==> src/hdl/png_unf_pkg.sv <==
// Shared types and constants for the PNG RGB8 scanline unfilter.
// Holds the filter type codes and the widths of the line buffer and counters.
// No dependencies.
`default_nettype none

package png_unf_pkg;

  localparam int MAX_WIDTH  = 1024;
  localparam int BPP        = 3;
  localparam int LINE_DEPTH = MAX_WIDTH * BPP;
  localparam int COL_W      = $clog2(MAX_WIDTH);
  localparam int CFG_W      = COL_W + 1;
  localparam int ADDR_W     = $clog2(LINE_DEPTH);
  localparam int CH_W       = 2;

  localparam logic [CH_W-1:0] CH_LAST = CH_W'(BPP - 1);

  typedef enum logic [2:0] {
    FILT_NONE  = 3'd0,
    FILT_SUB   = 3'd1,
    FILT_UP    = 3'd2,
    FILT_AVG   = 3'd3,
    FILT_PAETH = 3'd4
  } filt_t;

endpackage

`default_nettype wire

==> src/hdl/png_unf_predict.sv <==
// Filter predictor and reconstruction adder for one colour byte.
// Depends on png_unf_pkg for the filter type codes.
`default_nettype none

module png_unf_predict import png_unf_pkg::*; (
  input  filt_t      filt,
  input  logic [7:0] raw,
  input  logic [7:0] left_a,
  input  logic [7:0] up_b,
  input  logic [7:0] ul_c,
  output logic [7:0] recon
);

  function automatic logic [7:0] nearest_pick(input logic [7:0] a, input logic [7:0] b,
                                              input logic [7:0] c);
    logic signed [10:0] sa;
    logic signed [10:0] sb;
    logic signed [10:0] sc;
    logic signed [10:0] p;
    logic signed [10:0] da;
    logic signed [10:0] db;
    logic signed [10:0] dc;
    logic signed [10:0] pa;
    logic signed [10:0] pb;
    logic signed [10:0] pc;
    sa = signed'({3'b000, a});
    sb = signed'({3'b000, b});
    sc = signed'({3'b000, c});
    p  = sa + sb - sc;
    da = p - sa;
    db = p - sb;
    dc = p - sc;
    pa = (da < 0) ? -da : da;
    pb = (db < 0) ? -db : db;
    pc = (dc < 0) ? -dc : dc;
    if (pa <= pb && pa <= pc) begin
      return a;
    end else if (pb <= pc) begin
      return b;
    end
    return c;
  endfunction

  logic [8:0] avg_sum;
  logic [7:0] pred;

  assign avg_sum = {1'b0, left_a} + {1'b0, up_b};

  always_comb begin
    case (filt)
      FILT_SUB:   pred = left_a;
      FILT_UP:    pred = up_b;
      FILT_AVG:   pred = avg_sum[8:1];
      FILT_PAETH: pred = nearest_pick(left_a, up_b, ul_c);
      default:    pred = 8'd0;
    endcase
  end

  assign recon = raw + pred;

endmodule

`default_nettype wire

==> config.mk <==
export PLATFORM = sky130hd
export DESIGN_NAME = png_unf_predict
export DESIGN_NICKNAME = d
export VERILOG_FILES = /design/src/hdl/png_unf_pkg.sv /design/src/hdl/png_unf_predict.sv
export SDC_FILE = /design/constraint.sdc
export NUM_CORES = 1
export LEC_CHECK = 0
export BUFFER_PORTS_ARGS = -buffer_cell sky130_fd_sc_hd__buf_2
export CORE_ASPECT_RATIO = 0.8
export CORE_UTILIZATION = 65
export DETAILED_ROUTE_END_ITERATION = 8
export PLACE_DENSITY = 0.87
export SLEW_MARGIN = 5
export SYNTH_ARGS = -nofsm -noshare
export SYNTH_HDL_FRONTEND = slang
export SYNTH_SLANG_ARGS = --single-unit
==> constraint.sdc <==
create_clock -name vclk -period 30.2
set_input_delay 4.53 -clock vclk [all_inputs]
set_output_delay 4.53 -clock vclk [all_outputs]
set_load 0.01 [all_outputs]
# Word level (Yosys, flattened, before mapping)
# Index checks and enable logic that the tools add are counted.
# W data, S select, Z words.
[op_classes]
n_mux = 10
n_lt_le_gt_ge = 6
n_reduce_logical = 1
n_eq_ne = 4
addsub = 10
[ops]
columns = ["op", "count"]
rows = [
  ["$le A11 B11 Y1", 3],
  ["$lt A11 B1 Y1 const B", 3],
  ["$mux W11", 3],
  ["$neg A11 Y11", 3],
  ["$sub A10 B9 Y11", 3],
  ["$pmux W8 S4", 1],
  ["$mux W8", 3],
  ["$add A8 B8 Y9", 2],
  ["$sub A9 B8 Y10", 1],
  ["$add A8 B8 Y8", 1],
  ["$eq A3 B2 Y1 const B", 2],
  ["$eq A3 B1 Y1 const B", 1],
  ["$eq A3 B3 Y1 const B", 1],
  ["$mux W1", 3],
  ["$logic_and A1 B1 Y1", 1],
]
[word_totals]
word_cells = 31
ff_bits = 0
in_bits = 35
out_inout_bits = 8

# Longest topological paths before layout
[depth]
word_depth = 12
ltp_mapped = 40
depth_no_buf = 40

# Least setup slack after synthesis
# Ideal clock, no wire load.
[synth_timing]
path_kind = "input to output"
start = "input port left_a[3]"
end = "output port recon[7]"
required_time_ns = 25.670
path_buffers = 0
cell_stages = 38
arrival_time_ns = 11.742
setup_slack_ns = 13.928
cell_sequence = "inv_1 fa_1 inv_1 ha_1 a21o_1 a21o_1 o211a_1 a211oi_1 xnor2_1 ha_1 a21o_1 a31oi_1 nand2_1 nand2_1 a21oi_1 ha_1 a21boi_0 o21a_1 (+2 left out) o21a_1 o21ai_0 a2111oi_0 a22oi_1 nand3_1 o211ai_1 a31o_2 ha_1 a21o_1 a21oi_1 o21bai_1 a21oi_1 o21bai_1 a21oi_1 xor2_1 or3_1 a21oi_1 nand4b_1"
[synth_via]
elab_chain_len = 12
word_cells_on_any_way = 26
classes_between = "add/sub: 10; order compare: 6; mux: 9; reduce/logical: 1"
[synth_lines]
columns = ["item", "line_no", "text"]
rows = [
  ["start: declaration", "png_unf_predict.sv:8", "input logic [7:0] left_a,"],
  ["$add A8 B8 Y9", "png_unf_predict.sv:29, png_unf_predict.sv:47", ""],
  ["$sub A9 B8 Y10", "png_unf_predict.sv:29", "p = sa + sb - sc;"],
  ["$sub A10 B9 Y11 (on tied branches)", "png_unf_predict.sv:31, png_unf_predict.sv:30, png_unf_predict.sv:32", ""],
  ["$neg A11 Y11 (tied with other cells)", "png_unf_predict.sv:34", "pb = (db < 0) ? -db : db;"],
  ["$mux W11 (on tied branches)", "png_unf_predict.sv:34, png_unf_predict.sv:33, png_unf_predict.sv:35", ""],
  ["$le A11 B11 Y1 (on tied branches)", "png_unf_predict.sv:38, png_unf_predict.sv:36", ""],
  ["$mux W1 or $logic_and A1 B1 Y1 (tied branches)", "png_unf_predict.sv:38, png_unf_predict.sv:36", ""],
  ["$mux W1", "png_unf_predict.sv:36", "if (pa <= pb && pa <= pc) begin"],
  ["$mux W1", "png_unf_predict.sv:50", "case (filt)"],
  ["$mux W8", "png_unf_predict.sv:41", "return c;"],
  ["$pmux W8 S4 *", "png_unf_predict.sv:50", ""],
  ["$add A8 B8 Y8 *", "png_unf_predict.sv:59", "assign recon = raw + pred;"],
  ["end: declaration", "png_unf_predict.sv:11", "output logic [7:0] recon"],
]
# Mark *: on every way between the ends. The rest lies on a longest branch, timed or not. The select of a mux whose other input is x is not followed.

# Final worst setup path
[layout_timing]
start = "input port left_a[1]"
end = "output port recon[7]"
# The elaborated chain is that of the path after synthesis.

==> metrics.md <==
| Metric | Value |
|---|---|
| Worst path most repeated cell | a21oi_1 |
| Final hold viol count | 0 |
| Grt ovf | 0 |
| Post_cts resized | 0 |
| Syn nets | ~700 |
| Initial DRC count | 490 |
| Cell family with most CP delay | compound AO/OA/AOI/OAI gates |
| Vias in the first global route | between 4k and 5k |
| Layout cells sized above 1 | 0.101 |
| I/O pin count | 43 |
| Die area | approximately 6800 µm² |
| Area of the mapped netlist | 4190 µm² |
| Final Core Density | 0.729 |
| Sequential share of the synthesized area | 0 |
| Slew @ Worst Pin | about 1.1 ns |
| Fillcell total | between 400 and 500 |
| Worst Setup Path Type | in -> out |
| Worst path arrival time | roughly 13 ns |
| Post-Route WL | roughly 12,000 µm |
| Worst setup SP type | input pin |
| First-pass GRT wire length | ~20,000 µm |
| # rows | 25 |
| Core area | just over 6000 µm² |
| HPWL after DPL | about 11,000 µm |
| Syn avg cell area | 7.25 µm² |
| Yosys cell types | between 70 and 80 |
| CTS hold repair buffers | 0 |
| Mapped Cells | a little under 600 |
| DR WL/cell | around 18 µm |
| Largest net degree at the start of global routing | 19 |
| Area Growth Syn to Fin | 5.52% |
| Via Count | 4,495 |
| Initial Utilization | 0.691 |
| Endpoint class of the critical path | output pin |
| Worst Hold Class | in -> out |
| # setup viols final | 0 |
| FFs & Latches | 0 |
| Max-cap violations | 0 |
| Syn. warnings | 0 |
| Drt pass-1 iters | 5 |
| CP bufs+invs | 4 |
| Area occupied by multi-input gates | around 3900 µm² |
| Count of unresolved DRC violations after routing | 0 |
| IO buf count | 43 |
| Final net count | roughly 740 |
| Pins Over Slew Limit | 0 |
| Minimum clock period | ~18 ns |
| Vias per cell | 6.50 |
| Slowest stage delay, CP | 0.74 ns |
| Worst path slowest cell | a22oi_1 |
| Setup TNS | 0 ns |
| Register area | 0 µm² |
| Worst relative slew slack | 0.288 |
| Critical path peak fanout | 8 |
| Crit path required time | 25.67 ns |
| Initial antenna violation count | 0 |
| Status | completed |
| Remaining antenna violation count | 0 |
| Postcts setup bufs | 0 |
| Clock buf count | 0 |
| Die extent in y | about 74 µm |
| Total track usage | 0.363 |
| Final period utilization | 0.592 |
| Highest clock rate | ~0.056 GHz |
| N_diodes | 0 |
| Die width | roughly 90 µm |
| Unrepaired setup endpoints after global routing | false |
| Hold Slack | approximately 9.4 ns |
| GP Congestion | around 1 |
## cell usage in the layout (no fill, tap or decap), drive strengths merged, types with 9 or more instances in the layout
cell type	count
a21o	13
o21ai	24
ha	76
nand3	23
xnor2	33
nor2b	10
o211ai	11
a22oi	9
a21oi	40
nor2	52
xor2	17
inv	63
o21a	21
nor3	11
nand2	36
fa	13
buf	44
## Yosys cell counts, types with 3 or more instances
| master | instances | area (µm²) |
|---|---|---|
| a211oi_1 | 4 | 30.0 |
| a21o_1 | 13 | 97.6 |
| a21oi_1 | 39 | 195 |
| a22oi_1 | 9 | 67.6 |
| a31o_2 | 3 | 26.3 |
| a31oi_1 | 6 | 37.5 |
| and2_1 | 3 | 18.8 |
| buf_4 | 3 | 22.5 |
| buf_6 | 4 | 45.0 |
| fa_1 | 13 | 260 |
| ha_1 | 76 | 951 |
| inv_1 | 63 | 236 |
| nand2_1 | 36 | 135 |
| nand2b_1 | 3 | 18.8 |
| nand3_1 | 23 | 115 |
| nand4_1 | 5 | 31.3 |
| nor2_1 | 50 | 188 |
| nor2b_1 | 9 | 56.3 |
| nor3_1 | 11 | 55.1 |
| nor4_1 | 4 | 25.0 |
| o211ai_1 | 11 | 82.6 |
| o21a_1 | 20 | 150 |
| o21ai_0 | 23 | 115 |
| o21bai_1 | 6 | 45.0 |
| o22ai_1 | 5 | 31.3 |
| o2bb2ai_1 | 6 | 52.6 |
| o31a_1 | 5 | 43.8 |
| o31ai_1 | 6 | 45.0 |
| or2_2 | 6 | 37.5 |
| or3_1 | 7 | 43.8 |
| xnor2_1 | 33 | 289 |
| xor2_1 | 17 | 149 |
## logic make-up (layout without fill, tap and decap cells)
group	Yosys count	after routing	share of synthesized area
adder cells (fa/ha/maj)	89	89	0.289
buffers and inverters	74	107	0.0785
other	2	2	0.00179
multiplexers	1	1	0.00269
XOR/XNOR	50	50	0.104
AND/OR/NAND/NOR	174	174	0.207
AO/OA/AOI/OAI	188	188	0.317
## layer usage
metal	routed length (µm)	vias to the layer above	GRT usage	share of wire
met5	0	-	0	0
met4	183	0	0.0382	0.015
met2	5210	238	0.596	0.42
li1	-	2182	-	-
met3	1490	23	0.0735	0.12
met1	5380	2052	0.509	0.44
## worst paths after layout
path                  cells past startpoint        to       from
worst min-delay path                      3  recon[0]     raw[0]
worst max-delay path                     41  recon[7]  left_a[1]
## per-stage QoR
stage / setup WS, ns / area, µm² / std cells
after floorplan: 13.93 / 4190 / 578
after global placement: 12.83 / 4420 / 692
after detailed placement: 12.52 / 4420 / 692
after CTS: 12.51 / 4420 / 692
after global routing: 11.70 / 4420 / 692
final: 12.33 / 4420 / 692
## area by class of cell
| type | instances | area share |
|---|---|---|
| multi-input cells | 504 | 0.873 |
| well taps | 81 | 0.0229 |
| inverters | 63 | 0.0535 |
| repair buffers | 44 | 0.0503 |
## worst min-delay path: cells and delay by family
kind / cells / cell delay (ns)
adders and majority gates: 1 / 0.12
buffers and inverters: 2 / 0.20
Power is left out: the tool's default activity adds up to more than one toggle a clock period on the data nets, which glitch-free logic cannot reach.
